## src/rtl/core/sdss_pkg.sv

```systemverilog
// Shared types, codes and constants of the syringe dose step sequencer.
package sdss_pkg;

   localparam logic [2:0] CMD_TICK  = 3'd0;
   localparam logic [2:0] CMD_DOSE  = 3'd1;
   localparam logic [2:0] CMD_FILL  = 3'd2;
   localparam logic [2:0] CMD_EMPTY = 3'd3;
   localparam logic [2:0] CMD_STOP  = 3'd4;

   localparam logic [1:0] MODE_IDLE  = 2'd0;
   localparam logic [1:0] MODE_DOSE  = 2'd1;
   localparam logic [1:0] MODE_FILL  = 2'd2;
   localparam logic [1:0] MODE_EMPTY = 2'd3;

   localparam logic [7:0] DOSE_MAX        = 8'd250;
   localparam logic [7:0] QUANTITY_RESET  = 8'd1;
   localparam logic [7:0] STEPS_RESET     = 8'd13;

   localparam logic CSR_DOSE_QUANTITY  = 1'b0;
   localparam logic CSR_STEPS_PER_UNIT = 1'b1;

   typedef struct packed {
      logic [2:0] cmd;
      logic       full_reached;
      logic       empty_reached;
   } req_type;

   typedef struct packed {
      logic       step_pulse;
      logic       motor_enable;
      logic       direction;
      logic [1:0] run_mode;
      logic       dose_done;
      logic       empty_alarm;
   } rsp_type;

   typedef struct packed {
      logic [7:0] dose_quantity;
      logic [7:0] steps_per_unit;
   } cfg_type;

   typedef struct packed {
      logic [1:0] mode;
      logic [7:0] units_left;
      logic [7:0] pulses_left;
      logic       enable;
      logic       dir;
      logic       empty_seen;
   } seq_state_type;

endpackage

```

## src/rtl/core/sdss_step.sv

```systemverilog
// Next-state and result logic for one tick of the dose step sequencer.
module sdss_step import sdss_pkg::*; (
   input  seq_state_type cur,
   input  req_type       req,
   input  cfg_type       cfg,
   output seq_state_type nxt,
   output rsp_type       rsp
);

   logic [7:0] eff_units;
   logic [7:0] eff_steps;
   logic [7:0] units_dec;
   logic       do_dose;
   logic       pulse;
   logic       done;
   logic       alarm;
   logic       limit;

   always_comb begin
      if (cfg.dose_quantity == 8'd0) begin
         eff_units = 8'd1;
      end else if (cfg.dose_quantity > DOSE_MAX) begin
         eff_units = DOSE_MAX;
      end else begin
         eff_units = cfg.dose_quantity;
      end
      eff_steps = (cfg.steps_per_unit == 8'd0) ? 8'd1 : cfg.steps_per_unit;
   end

   always_comb begin
      nxt       = cur;
      do_dose   = 1'b0;
      pulse     = 1'b0;
      done      = 1'b0;
      alarm     = 1'b0;
      units_dec = 8'd0;
      limit     = (cur.mode == MODE_FILL) ? req.full_reached : req.empty_reached;

      unique case (cur.mode)
         MODE_IDLE: begin
            unique case (req.cmd)
               CMD_DOSE: begin
                  if (req.empty_reached) begin
                     alarm = 1'b1;
                  end else begin
                     nxt.mode        = MODE_DOSE;
                     nxt.units_left  = eff_units;
                     nxt.pulses_left = eff_steps;
                     nxt.dir         = 1'b0;
                     nxt.enable      = 1'b1;
                     nxt.empty_seen  = 1'b0;
                     do_dose         = 1'b1;
                  end
               end
               CMD_FILL: begin
                  nxt.dir = 1'b1;
                  if (!req.full_reached) begin
                     nxt.mode   = MODE_FILL;
                     nxt.enable = 1'b1;
                     pulse      = 1'b1;
                  end else begin
                     nxt.enable = 1'b0;
                  end
               end
               CMD_EMPTY: begin
                  nxt.dir = 1'b0;
                  if (!req.empty_reached) begin
                     nxt.mode   = MODE_EMPTY;
                     nxt.enable = 1'b1;
                     pulse      = 1'b1;
                  end else begin
                     nxt.enable = 1'b0;
                  end
               end
               default: begin
               end
            endcase
         end
         MODE_DOSE: begin
            do_dose = 1'b1;
         end
         MODE_FILL, MODE_EMPTY: begin
            if (req.cmd == CMD_STOP || limit) begin
               nxt.mode   = MODE_IDLE;
               nxt.enable = 1'b0;
            end else begin
               pulse = 1'b1;
            end
         end
      endcase

      // A dose item always pulses; the empty switch cuts the enable and sets empty_seen but does not stop the dose.
      if (do_dose) begin
         if (req.empty_reached) begin
            nxt.enable     = 1'b0;
            nxt.empty_seen = 1'b1;
         end
         pulse = 1'b1;
         if (nxt.pulses_left > 8'd1) begin
            nxt.pulses_left = nxt.pulses_left - 8'd1;
         end else begin
            units_dec       = (nxt.units_left != 8'd0) ? nxt.units_left - 8'd1 : 8'd0;
            nxt.pulses_left = eff_steps;
            nxt.units_left  = units_dec;
            if (units_dec == 8'd0) begin
               nxt.pulses_left = 8'd0;
               nxt.mode        = MODE_IDLE;
               nxt.enable      = 1'b0;
               done            = 1'b1;
               alarm           = nxt.empty_seen;
               nxt.empty_seen  = 1'b0;
            end
         end
      end

      rsp.step_pulse   = pulse;
      rsp.motor_enable = nxt.enable;
      rsp.direction    = nxt.dir;
      rsp.run_mode     = nxt.mode;
      rsp.dose_done    = done;
      rsp.empty_alarm  = alarm;
   end

endmodule

```

## src/rtl/core/syringe_dose_step_sequencer.sv

```systemverilog
// Top level of the syringe dose step sequencer: handshake stages, registers and state.
//
// Each accepted item is one step-pulse period and yields exactly one result item.
// An item is held in the input register, and the next-state logic runs on it there
// and writes the sequencer state and the result register together; the block
// takes one item per clock when rsp_stall is low; the result register and input
// register together let a new item in while a finished result waits. dose_quantity
// (byte address 0) and steps_per_unit (byte address 4) are read by the step logic
// and should only be written while idle.
module syringe_dose_step_sequencer import sdss_pkg::*; (
   input  logic        clock,
   input  logic        reset,
   input  logic        req_valid,
   output logic        req_stall,
   input  req_type     req_data,
   output logic        rsp_valid,
   input  logic        rsp_stall,
   output rsp_type     rsp_data,
   input  logic        csr_psel,
   input  logic        csr_penable,
   input  logic        csr_pwrite,
   input  logic [2:0]  csr_paddr,
   input  logic [31:0] csr_pwdata,
   output logic [31:0] csr_prdata,
   output logic        csr_pready
);

   logic          in_valid_ff;
   req_type       in_data_ff;
   logic          out_valid_ff;
   rsp_type       out_data_ff;
   seq_state_type state_ff;
   seq_state_type state_in;
   rsp_type       rsp_in;
   cfg_type       cfg_ff;
   logic          out_free;
   logic          advance;
   logic          csr_write;

   assign out_free  = !out_valid_ff || !rsp_stall;
   assign advance   = in_valid_ff && out_free;
   assign req_stall = in_valid_ff && !out_free;
   assign rsp_valid = out_valid_ff;
   assign rsp_data  = out_data_ff;

   assign csr_pready = 1'b1;
   assign csr_write  = csr_psel && csr_penable && csr_pwrite && csr_pready;

   always_comb begin
      if (csr_paddr[2] == CSR_STEPS_PER_UNIT) begin
         csr_prdata = {24'd0, cfg_ff.steps_per_unit};
      end else begin
         csr_prdata = {24'd0, cfg_ff.dose_quantity};
      end
   end

   sdss_step u_step (
      .cur (state_ff),
      .req (in_data_ff),
      .cfg (cfg_ff),
      .nxt (state_in),
      .rsp (rsp_in)
   );

   always_ff @(posedge clock) begin
      if (reset) begin
         cfg_ff.dose_quantity  <= QUANTITY_RESET;
         cfg_ff.steps_per_unit <= STEPS_RESET;
      end else if (csr_write) begin
         if (csr_paddr[2] == CSR_DOSE_QUANTITY) begin
            cfg_ff.dose_quantity <= csr_pwdata[7:0];
         end else begin
            cfg_ff.steps_per_unit <= csr_pwdata[7:0];
         end
      end
   end

   always_ff @(posedge clock) begin
      if (reset) begin
         in_valid_ff  <= 1'b0;
         out_valid_ff <= 1'b0;
         state_ff     <= '0;
      end else begin
         if (!req_stall) begin
            in_valid_ff <= req_valid;
         end
         if (out_free) begin
            out_valid_ff <= in_valid_ff;
         end
         if (advance) begin
            state_ff <= state_in;
         end
      end
   end

   always_ff @(posedge clock) begin
      if (req_valid && !req_stall) begin
         in_data_ff <= req_data;
      end
      if (advance) begin
         out_data_ff <= rsp_in;
      end
   end

   // While dosing both counters hold at least one; reaching zero ends the dose.
   assert property (@(posedge clock) disable iff (reset)
      state_ff.mode == MODE_DOSE |-> state_ff.pulses_left != 8'd0 && state_ff.units_left != 8'd0)
      else $error("dose counters reached zero while dosing");

   assert property (@(posedge clock) disable iff (reset)
      state_ff.mode == MODE_IDLE |-> !state_ff.enable)
      else $error("motor enabled while idle");

   assert property (@(posedge clock) disable iff (reset)
      out_valid_ff && (out_data_ff.dose_done || out_data_ff.empty_alarm)
         |-> out_data_ff.run_mode == MODE_IDLE)
      else $error("dose done or alarm reported outside idle");

   assert property (@(posedge clock) disable iff (reset)
      advance && state_ff.mode == MODE_DOSE |-> rsp_in.step_pulse)
      else $error("dosing item without a step pulse");

   assert property (@(posedge clock) disable iff (reset)
      req_stall |-> out_valid_ff && rsp_stall)
      else $error("input stalled while result register can load");

endmodule
```

## config.mk

```make
export PLATFORM = sky130hd
export DESIGN_NAME = syringe_dose_step_sequencer
export DESIGN_NICKNAME = d
export VERILOG_FILES = /design/src/rtl/core/sdss_pkg.sv /design/src/rtl/core/sdss_step.sv /design/src/rtl/core/syringe_dose_step_sequencer.sv
export SDC_FILE = /design/constraint.sdc
export NUM_CORES = 1
export LEC_CHECK = 0
export BUFFER_PORTS_ARGS = -buffer_cell sky130_fd_sc_hd__buf_2
export CORE_UTILIZATION = 55
export CTS_BUF_LIST = sky130_fd_sc_hd__clkbuf_16
export CTS_CLUSTER_DIAMETER = 80
export CTS_CLUSTER_SIZE = 30
export DETAILED_ROUTE_END_ITERATION = 8
export PLACE_DENSITY_LB_ADDON = 0.08
export SLEW_MARGIN = 5
export SYNTH_ARGS = -nofsm -noshare
export SYNTH_HDL_FRONTEND = slang
export SYNTH_HIERARCHICAL = 1
export SYNTH_SLANG_ARGS = --single-unit
```

## constraint.sdc

```tcl
create_clock -name clock -period 4.3 [get_ports clock]
set_input_delay 0.645 -clock clock [delete_from_list [all_inputs] [get_ports clock]]
set_output_delay 0.645 -clock clock [all_outputs]
set_load 0.03 [all_outputs]
```

### Word level (Yosys, flattened, before mapping)

Index checks and enable logic that the tools add are counted.

* $add $sub $neg: 2
* order comparisons: 2
* equal/unequal tests: 7
* multiplexer cells: 45
* bitwise operators: 2
* reductions and logical operators: 20

Operators by type and width (count)
* 8-bit two-way mux: 6
* 16-bit two-way mux: 2
* 8-bit zero test: 3
* 21-bit two-way mux: 1
* 1-bit two-way mux: 20
* 19-bit two-way mux: 1
* 8-bit by 1-bit subtractor with 8-bit output, second input constant: 2
* 2-bit two-way mux: 6
* 2-bit case mux with 3 select lines: 2
* 10-bit two-way mux: 1
* 9-bit two-way mux: 1
* 8-bit by 1-bit greater-than comparator with 1-bit output, second input constant: 1
* 8-bit greater-than comparator, second input constant: 1
* 1-bit case mux with 2 select lines: 4
* 8-bit nonzero test: 1
* 3-bit by 2-bit == test with 1-bit output, second input constant: 2
* 1-bit logical AND: 5
* 2-bit == test, second input constant: 2
* 1-bit zero test: 4
* 2-bit case mux with 2 select lines: 1
* 2-bit AND reduction: 2
* 2-bit OR reduction: 2
* 3-bit by 1-bit == test with 1-bit output, second input constant: 1
* 3-bit == test, second input constant: 1
* 4 further kinds: 6

* flip-flop bits (word level): 51
* input bits: 47
* output and inout bits: 42

### Logic depth before layout (Yosys ltp)

Gate-level depths: netlist of run 1.

* depth in word-level cells: 12
* mapped depth: 17
* depth with buffers taken out: 15

### Modules after synthesis

The synthesis of run 1 kept the hierarchy.

By module, submodules not included
* syringe_dose_step_sequencer: instances 1, cells each 212, area each 2347.3 µm², sequential area each 1141.1 µm²
* sdss_step: instances 1, cells each 235, area each 1495.2 µm², sequential area each 0.0 µm²

### Least setup slack after synthesis of run 1

OpenSTA, ideal clock, no wires.

* path type: reg-to-reg
* start: register in_data_ff[0] (netlist name)
* end: register out_data_ff, in the netlist rsp_data[5], data pin
* setup time: 251 ps
* arrival: 3443 ps
* required time: 4049 ps
* path slack: 606 ps
* stages on the path, launching flop included: 16
* cells stage by stage: edfxtp_1 -> buf_6 -> nor4b_4 -> nand2_4 -> buf_1 -> buf_4 -> a21oi_1 -> ha_1 -> inv_1 -> nor3_1 -> xnor2_1 -> a41oi_1 -> o31a_2 -> or3_1 -> and3_1 -> buf_4

RTL lines
* start, declared: RTL line syringe_dose_step_sequencer.sv:29 `req_type in_data_ff;`
* start signal, assigned: RTL line syringe_dose_step_sequencer.sv:98 `in_data_ff <= req_data;`
* end signal, assigned: RTL line syringe_dose_step_sequencer.sv:101 `out_data_ff <= rsp_in;`
* end, declared: RTL line syringe_dose_step_sequencer.sv:31 `rsp_type out_data_ff;`

==> results.sh, run 1 <==
export IMPL_status="finished clean"
export IMPL_crit_required_ns=4.44
export IMPL_cts_buffers=5
export IMPL_path_class="flip-flop to flip-flop"
export IMPL_min_path_type="flip-flop to flip-flop"
export IMPL_cts_setup_buffers=0
export IMPL_synth_seq_cells=51
export IMPL_intPower_mw=0.861
export IMPL_grt_max_degree=71
export IMPL_ys_flop_type="dfxtp_1"
export IMPL_clk_pin_slew_worst_paths_ns=0.07
export IMPL_placed_cells=535
export IMPL_dp_hpwl_um=5690
export IMPL_tightest_slew_ns=1.16
export IMPL_start_kind="flip-flop"
export IMPL_synth_top_area_cell="dfxtp_1"
export IMPL_clock_path_buffers=2
export IMPL_async_flop_share_pct=0
export IMPL_synth_edff_count=12
export IMPL_ant_nets=0
export IMPL_fin_crit_ns=3.68
export IMPL_ctsHoldBuffers=0
export IMPL_first_pass_iters=5
export IMPL_dr_wl_met2_um=3790
export IMPL_row_count=30
export IMPL_setup_viol=0
export IMPL_pin_count=89
export IMPL_slew_violations=0
export IMPL_yosys_top_cells_area="dfxtp_1 20%, mux2i_1 12%, nand2b_1 11%"
export IMPL_hold_viol=0
export IMPL_topRoutingLayerUsed="met4"
export IMPL_via_per_inst=5.74
export IMPL_ff_latch_area_sq_mm=0.00114
export IMPL_drc=0
export IMPL_p_comb_share_pct=18.2
export IMPL_yosysTopAreaCellShare_pct=20.3
export IMPL_grt_pass1_vias=2751
export IMPL_n_fill_cell=619
export IMPL_wl_per_cell_um=15.0
export IMPL_path_max_fanout=16
export IMPL_htree_levels=2
export IMPL_leakagePower_nw=1.64
export IMPL_finish_utilization_pct=59.5
export IMPL_post_cts_resized=0
export IMPL_finalSetupTns_ns=0
export IMPL_finClkSkew_ns=0.00344
export IMPL_wl_met3_um=338
export IMPL_relSlewSlack_pct=22.2
export IMPL_fin_crit_sh_pct=85.6
export IMPL_design_core_area_sq_mm=0.00676
export IMPL_layout_nets=513
export IMPL_drt_wl_total_um=8150
export IMPL_grt_antenna_before_repair=0
export IMPL_drive_above_1_share_pct=16.6
export IMPL_end_kind="flip-flop"
export IMPL_synth_warnings=6
export IMPL_num_vias=3117
export IMPL_area_growth_pct=4.56
export IMPL_clkPwrFrac_pct=38.2
export IMPL_cap_violations=0
export IMPL_max_freq_mhz=272
export IMPL_antennaDiodeCount=0
export IMPL_synth_area_per_cell_sq_um=8.60
export IMPL_total_power_mw=1.20
export IMPL_layoutNonFillerInstCount=543
export IMPL_peakVddDrop_v=0.000137
export IMPL_clockRootBuffer="clkbuf_16"
export IMPL_die_w_um=85.6
export IMPL_syn_instance_count=447
export IMPL_synth_cell_types=65
export IMPL_arrival_ns=3.82
export IMPL_p_per_area_mw_per_mm2=300
export IMPL_gp_congestion=0.916
export IMPL_die_y_um=85.6
export IMPL_met1Wirelength_um=3970
export IMPL_grt_pass1_wl_um=13400
export IMPL_synth_cell_area_sq_mm=0.00384
export IMPL_cts_tree="done"
export IMPL_multi_input_area_sq_mm=0.00237
export IMPL_die_area_sq_mm=0.00732
export IMPL_clk_latency_ns=0.29
export IMPL_rsz0062_at_grt="false"
export IMPL_p_sw_mw=0.344
export IMPL_cts_sinks=51
export IMPL_seq_power_share_pct=43.5
export IMPL_first_iter_violations=254
export IMPL_start_util_pct=56.9
export IMPL_port_buffers=37
export IMPL_swShare_pct=28.6
export IMPL_grt_usage_pct=22.6
export IMPL_grt_ovfl_total=0
export IMPL_yosysSeqAreaShare_pct=29.7
## cell families after synthesis
kind of cell / Yosys count / synth area share, %
mux: 57 / 15.5
xor+xnor: 5 / 1.14
buf+inv: 64 / 11.2
flops: 51 / 29.7
compound gates: 81 / 13.8
fa+ha+maj: 4 / 1.30
simple gates: 183 / 27.2
other cells: 2 / 0.195
## synth_stat cells (all sizes together) (5+ instances only)
master  count
o21ai      22
nand2b     65
xnor2       5
nor4        5
inv         9
nand3      14
nor3       12
dfxtp      39
clkbuf     10
buf        45
and3        5
nor2       36
a31oi       5
or3         6
mux2i      46
mux2       11
nand2      22
a21oi      22
edfxtp     12
## state kept, by name, summed over array words and instances (netlist names)
| signal | cells |
|---|---|
| state_ff | 21 |
| in_valid_ff | 1 |
| rsp_valid | 1 |
| rsp_data | 7 |
| cfg_ff | 16 |
| in_data_ff | 5 |
## cells in the final DEF, fill, tap and decap left out, drive strengths merged, types with 6 or more instances in the layout
cell type  count
buf           40
inv            9
nor2          36
dfxtp         39
nand2b        65
a21oi         22
edfxtp        12
mux2          11
nand3         14
o21ai         22
nor3          12
conb          25
or3            6
nand2         22
mux2i         46
## per-stage QoR
stage / hold slack [ns] / setup slack, ns / area, sq um
after floorplan: 0.448 / 0.606 / 3930
after global placement: 0.463 / 0.703 / 3850
after detailed placement: 0.460 / 0.671 / 3850
after CTS: 0.479 / 0.657 / 4020
after global routing: 0.494 / 0.316 / 4020
final: 0.478 / 0.619 / 4020
## power by group through the flow
stage / registers, mW / clock network (mW) / logic (mW)
floorplan: 0.535 / 0 / 0.202
global placement: 0.535 / 0 / 0.216
detailed placement: 0.535 / 0 / 0.218
CTS: 0.524 / 0.469 / 0.219
global route: 0.527 / 0.487 / 0.240
finish: 0.524 / 0.461 / 0.220
## final cells by class
type / count / area share [%]
timing repair buffer: 40 / 5.17
multi-input combinational: 355 / 58.9
inverter: 9 / 0.841
clock inverter: 3 / 1.09
sequential: 51 / 28.4
tap: 80 / 2.49
clock buffer: 5 / 3.11
## path summary, 6_finish.rpt
check | end | slack (ns) | startpoint | depth (start not counted)
worst max-delay path | state_ff[2]$_SDFFE_PP0P_ | 0.62 | state_ff[19]$_SDFFE_PP0P_ | 13
worst min-delay path | state_ff[1]$_SDFFE_PP0P_ | 0.48 | state_ff[1]$_SDFFE_PP0P_ | 2
worst max register to register | state_ff[2]$_SDFFE_PP0P_ | 0.62 | state_ff[19]$_SDFFE_PP0P_ | 13
worst min register to register | state_ff[1]$_SDFFE_PP0P_ | 0.48 | state_ff[1]$_SDFFE_PP0P_ | 2
## per-layer routing
layer | global-route usage [%] | vias to the layer above
met2 | 37.1 | 83
li1 | - | 1567
met5 | 0 | -
met3 | 3.08 | 6
met4 | 4.85 | 0
met1 | 31.8 | 1461
## worst max-delay path, cell delays in order (launching register included)
cell      delay [ns]
dfxtp_1         0.44
nor2_1          0.46
nand2_4         0.23
a21oi_1         0.41
ha_1            0.29
inv_1           0.11
nor3_1          0.19
xnor2_1         0.16
a41oi_1         0.16
o31a_2          0.35
or3_1           0.39
and3_1          0.20
nand2b_1        0.08
mux2i_1         0.07
No activity file was read; power rests on OpenSTA's default activity.
==> run 2, diff against run 1 <==
Settings changed: CORE_UTILIZATION 55 to 53, SYNTH_HIERARCHICAL 1 to default.
==> results.sh, run 2 <==
export IMPL_largest_reg_flops=21
export IMPL_pin_count=89
export IMPL_synth_cell_types=61
export IMPL_grt_usage_pct=26.7
export IMPL_yosysMostFrequentCell="nand2_1"
export IMPL_post_cts_resized=0
export IMPL_cts_tree="done"
export IMPL_die_y_um=81.5
export IMPL_grt_pass1_vias=2819
export IMPL_layout_nets=510
export IMPL_peakVddDrop_v=0.000175
export IMPL_grt_antenna_before_repair=0
export IMPL_synth_seq_cells=51
export IMPL_start_kind="flip-flop"
export IMPL_max_freq_mhz=248
export IMPL_synth_cell_area_sq_mm=0.00335
export IMPL_synth_top_area_cell="dfxtp_1"
export IMPL_num_vias=3146
export IMPL_clk_pin_slew_worst_paths_ns=0.07
export IMPL_top_register="state_ff"
export IMPL_wl_per_cell_um=15.5
export IMPL_timing_rr_start="cfg_ff[11]$_SDFFE_PP0P_"
export IMPL_port_buffers=37
export IMPL_grt_pass1_wl_um=13800
export IMPL_die_area_sq_mm=0.00664
export IMPL_cap_violations=0
export IMPL_synth_area_per_cell_sq_um=7.82
export IMPL_gp_congestion=0.910
export IMPL_start_util_pct=55.9
export IMPL_syn_instance_count=428
export IMPL_reg2regPathDepth=12
export IMPL_yosysTopAreaCellShare_pct=23.3
export IMPL_fin_crit_ns=4.03
export IMPL_arrival_ns=4.17
export IMPL_clock_path_buffers=2
export IMPL_clk_latency_ns=0.29
export IMPL_dp_hpwl_um=5720
export IMPL_row_count=28
export IMPL_tightest_slew_ns=0.797
export IMPL_cts_sinks=51
export IMPL_status="finished clean"
export IMPL_synth_commonest_cells="63 x nand2_1, 44 x nor2_1, 39 x dfxtp_1"
export IMPL_mostFrequentLayoutCells="63 x nand2_1, 44 x nor2_1, 39 x dfxtp_1"
export IMPL_ant_nets=0
export IMPL_min_to="state_ff[1]$_SDFFE_PP0P_"
export IMPL_antennaDiodeCount=0
export IMPL_total_power_mw=1.31
export IMPL_end_kind="flip-flop"
export IMPL_path_class="flip-flop to flip-flop"
export IMPL_crit_required_ns=4.43
export IMPL_first_pass_iters=4
export IMPL_placed_cells=527
export IMPL_htree_levels=2
export IMPL_ctsHoldBuffers=0
export IMPL_grt_max_degree=44
export IMPL_fin_crit_sh_pct=93.8
export IMPL_die_w_um=81.5
export IMPL_rsz0062_at_grt="false"
export IMPL_holdPathStages=2
export IMPL_p_per_area_mw_per_mm2=352
export IMPL_setup_viol=0
export IMPL_clockRootBuffer="clkbuf_16"
export IMPL_first_iter_violations=217
export IMPL_hold_viol=0
export IMPL_finalSetupTns_ns=0
export IMPL_async_flop_share_pct=0
export IMPL_slew_violations=0
export IMPL_area_growth_pct=10.8
export IMPL_relSlewSlack_pct=46.9
export IMPL_drt_wl_total_um=8290
export IMPL_path_max_fanout=8
export IMPL_grt_ovfl_total=0
export IMPL_leakagePower_nw=1.48
export IMPL_ys_flop_type="dfxtp_1"
export IMPL_finClkSkew_ns=0.00806
export IMPL_yosys_top_cells_area="dfxtp_1 23%, edfxtp_1 11%, nand2_1 7.1%"
export IMPL_final_common_cell="nand2_1"
export IMPL_drive_above_1_share_pct=16.3
export IMPL_layoutNonFillerInstCount=535
export IMPL_reg2reg_slack_ns=0.27
export IMPL_synth_warnings=0
export IMPL_synth_edff_count=12
export IMPL_yosysSeqAreaShare_pct=34.1
export IMPL_drc=0
export IMPL_min_path_type="flip-flop to flip-flop"
export IMPL_place_ws_ns=0.386
export IMPL_finish_utilization_pct=61.9
export IMPL_r2r_end="rsp_data[0]$_DFFE_PP_"
export IMPL_setup_ws_ns=0.265
export IMPL_via_per_inst=5.88
export IMPL_cts_setup_buffers=0
export IMPL_cts_buffers=5
export IMPL_design_core_area_sq_mm=0.00599
export IMPL_min_from="state_ff[1]$_SDFFE_PP0P_"
==> run 2: cell types whose count changed in the layout (fill, tap and decap cells not counted), moves of 5 or more <==
cell / change
a21oi_1: +12
buf_4: +9
mux2i_1: -35
nand2_1: +42
nand2b_1: -61
nand3_1: -5
nand3b_1: +6
nor2_1: +10
nor3_1: +9
o211ai_1: +6
xnor2_1: -5
==> run 2: critical path: stages, from the launching register on <==
cell      delay [ns]
dfxtp_1         0.37
or4_4           0.57
or4_4           0.44
a221oi_4        0.45
inv_1           0.14
ha_1            0.29
inv_1           0.12
nand3_1         0.07
nor3b_1         0.15
a2111o_1        0.40
nor4_4          0.56
nand2_1         0.16
o22ai_1         0.15
==> run 2: worst max-delay path by stage <==
stage	end	depth (start not counted)	from	slack [ns]
2_1_floorplan	rsp_data[2]$_DFFE_PP_	12	cfg_ff[10]$_SDFFE_PP0P_	0.80
3_3_place_gp	rsp_data[0]$_DFFE_PP_	12	cfg_ff[10]$_SDFFE_PP0P_	0.37
3_5_place_dp	rsp_data[0]$_DFFE_PP_	12	cfg_ff[10]$_SDFFE_PP0P_	0.39
4_1_cts	rsp_data[0]$_DFFE_PP_	12	cfg_ff[10]$_SDFFE_PP0P_	0.33
5_1_grt	rsp_data[0]$_DFFE_PP_	12	cfg_ff[10]$_SDFFE_PP0P_	0.12
6_report	rsp_data[0]$_DFFE_PP_	12	cfg_ff[11]$_SDFFE_PP0P_	0.27
==> run 2: layout make-up <==
cell class / instances / area [sq um]
Fill cell: 582 / 2280
Multi-Input combinational cell: 342 / 1980
Sequential cell: 51 / 1140
Timing Repair Buffer: 49 / 275
Clock buffer: 6 / 150
Tap cell: 75 / 93.8
Inverter: 10 / 37.5
Clock inverter: 2 / 33.8
==> run 2: cell families after synthesis <==
logic type	after synthesis	synth area share [%]
AND/OR/NAND/NOR	191	28.9
AO/OA/AOI/OAI	104	20.2
buffers and inverters	58	9.42
flip-flops	51	34.1
multiplexers	18	5.68
adder cells (fa/ha/maj)	4	1.49
other	2	0.224
==> run 2: through the flow <==
stage	cell area, sq um	hold WS [ns]
floorplan	3430	0.436
global placement	3530	0.452
detailed placement	3530	0.467
CTS	3710	0.486
global route	3710	0.508
finish	3710	0.474
==> run 2: per-layer routing <==
layer  wire length [um]  global-route usage, %
met2               3820                   42.3
met3                401                   3.67
met4                 87                   8.04
met1               3980                   37.4
met5                  0                      0
==> run 2: where the power goes <==
part,internal [mW],leakage [nW],switching [mW]
logic,0.0966,0.953,0.193
clock network,0.308,0.0934,0.177
registers,0.511,0.434,0.0196
==> run 3, diff against run 2 <==
Settings changed: CORE_ASPECT_RATIO from default to 0.9, HOLD_SLACK_MARGIN from default to 0.06, RECOVER_POWER from default to 50.
==> results.sh, run 3 (same netlist as run 2, synthesis figures left out) <==
export IMPL_die_area_sq_mm=0.00664
export IMPL_max_freq_mhz=261
export IMPL_total_power_mw=1.32
export IMPL_hold_slack_ns=0.476
export IMPL_dp_hpwl_um=5900
export IMPL_min_path_type="flip-flop to flip-flop"
export IMPL_cap_violations=1
export IMPL_rsz0062_at_grt="false"
export IMPL_arrival_ns=3.87
export IMPL_die_y_um=77.4
export IMPL_cts_tree="done"
export IMPL_cts_buffers=5
export IMPL_ctsHoldBuffers=0
export IMPL_design_core_area_sq_mm=0.00611
export IMPL_relSlewSlack_pct=-31.8
export IMPL_slowest_delay_ns=0.69
export IMPL_p_per_area_mw_per_mm2=353
export IMPL_first_iter_violations=155
export IMPL_reg2regPathDepth=8
export IMPL_num_vias=3176
export IMPL_grt_antenna_before_repair=0
export IMPL_largest_reg_flops=21
export IMPL_setup_viol=0
export IMPL_path_buf_inv=1
export IMPL_pin_count=89
export IMPL_cts_sinks=51
export IMPL_area_growth_pct=11.2
export IMPL_finalSetupTns_ns=0
export IMPL_gp_congestion=0.901
export IMPL_drt_wl_total_um=8530
export IMPL_grt_pass1_wl_um=14000
export IMPL_die_w_um=85.8
export IMPL_antennaDiodeCount=0
export IMPL_wl_per_cell_um=15.5
export IMPL_port_buffers=37
export IMPL_clock_path_buffers=2
export IMPL_min_from="state_ff[1]$_SDFFE_PP0P_"
export IMPL_drive_above_1_share_pct=14.1
export IMPL_grtUsageMet3_pct=4.89
export IMPL_grt_max_degree=44
export IMPL_final_common_cell="nand2_1"
export IMPL_grt_usage_pct=26.1
export IMPL_path_cells="or4b_4 -> nor2_2 -> buf_4 -> mux2_2 -> nor4_1 -> nand2_1 -> nor3_4 -> nor2_1"
export IMPL_timing_rr_start="in_data_ff[3]$_DFFE_PP_"
export IMPL_first_pass_iters=5
export IMPL_clk_latency_ns=0.29
export IMPL_top_register="state_ff"
export IMPL_path_max_fanout=14
export IMPL_min_to="state_ff[1]$_SDFFE_PP0P_"
export IMPL_holdPathStages=2
export IMPL_globalRouteMet2Util_pct=41.5
export IMPL_grt_ovfl_total=0
export IMPL_finish_utilization_pct=60.9
export IMPL_start_util_pct=54.8
export IMPL_cts_setup_buffers=0
export IMPL_layout_nets=512
export IMPL_slew_violations=44
export IMPL_grt_pass1_vias=2903
export IMPL_path_class="flip-flop to flip-flop"
export IMPL_r2r_end="rsp_data[2]$_DFFE_PP_"
export IMPL_peakVddDrop_v=0.000216
export IMPL_setup_ws_ns=0.467
export IMPL_fin_crit_ns=3.83
export IMPL_mostFrequentLayoutCells="63 x nand2_1, 44 x nor2_1, 39 x dfxtp_1"
export IMPL_fin_crit_sh_pct=89.1
export IMPL_status="finished with violations"
export IMPL_crit_required_ns=4.34
export IMPL_hold_viol=0
export IMPL_use_met1_pct=36.4
export IMPL_row_count=27
export IMPL_place_ws_ns=0.580
export IMPL_post_cts_resized=0
export IMPL_crit_path_top_delay_cell="or4b_4"
export IMPL_drc=0
export IMPL_htree_levels=2
export IMPL_n_fill_cell=576
export IMPL_via_per_inst=5.79
export IMPL_finClkSkew_ns=0.00702
export IMPL_ant_nets=0
export IMPL_tightest_slew_ns=1.98
export IMPL_start_kind="flip-flop"
export IMPL_clockRootBuffer="clkbuf_16"
export IMPL_failed_checks="max-capacitance violations, max-slew violations"
export IMPL_busiest_layer="met2"
export IMPL_end_kind="flip-flop"
export IMPL_clk_pin_slew_worst_paths_ns=0.07
export IMPL_leakagePower_nw=1.45
export IMPL_path_delay_family="simple AND/OR/NAND/NOR gates"
export IMPL_reg2reg_slack_ns=0.47
[run 3: cell types whose count changed in the layout (fill, tap and decap cells not counted)]
cell	before	now
or2_0	0	1
or2_2	2	1
buf_2	37	27
inv_1	11	10
clkbuf_1	0	12
inv_8	0	1
bufinv_16	1	0
clkbuf_16	6	7
[run 3: worst min-delay path, stage by stage (launching register included)]
cell,delay (ns)
dfxtp_1,0.32
nand2_1,0.06
a21oi_1,0.06
[run 3: power breakdown]
part | total, mW | switching, mW | internal (mW) | leakage [nW]
sequential | 0.530 | 0.0198 | 0.511 | 0.434
clock | 0.485 | 0.193 | 0.291 | 0.0923
combinational | 0.300 | 0.198 | 0.102 | 0.923
total | 1.32 | 0.411 | 0.904 | 1.45
[run 3: final cells by class]
| cell class | count | area [sq um] | share of cell area (%) |
|---|---|---|---|
| repair buffers | 51 | 270 | 7.26 |
| flip-flops and latches | 51 | 1140 | 30.7 |
| well taps | 87 | 109 | 2.92 |
| clock inverters | 1 | 11.3 | 0.303 |
| multi-input cells | 342 | 1980 | 53.1 |
| inverters | 10 | 37.5 | 1.01 |
| clock buffers | 7 | 175 | 4.71 |
[run 3: routing by layer]
| metal | part of all wire, % | vias up |
|---|---|---|
| met2 | 45 | 123 |
| met4 | 1.5 | 0 |
| met1 | 47 | 1478 |
| met5 | 0 | - |
| li1 | - | 1564 |
| met3 | 6.6 | 11 |
[run 3: worst max-delay path by stage]
stage | startpoint | to | slack [ns] | cells past startpoint
global placement | in_data_ff[3]$_DFFE_PP_ | rsp_data[2]$_DFFE_PP_ | 0.60 | 8
global route | in_data_ff[3]$_DFFE_PP_ | state_ff[16]$_SDFFE_PP0P_ | 0.25 | 11
finish | in_data_ff[3]$_DFFE_PP_ | rsp_data[2]$_DFFE_PP_ | 0.47 | 8
floorplan | cfg_ff[10]$_SDFFE_PP0P_ | rsp_data[2]$_DFFE_PP_ | 0.80 | 12
detailed placement | in_data_ff[3]$_DFFE_PP_ | rsp_data[2]$_DFFE_PP_ | 0.58 | 8
CTS | in_data_ff[3]$_DFFE_PP_ | rsp_data[2]$_DFFE_PP_ | 0.56 | 8
[run 3: per-stage QoR]
step                instances  instance area [sq um]
CTS                       549                   3740
detailed placement        541                   3560
floorplan                 451                   3430
finish                    549                   3720
global route              549                   3720
global placement          541                   3560
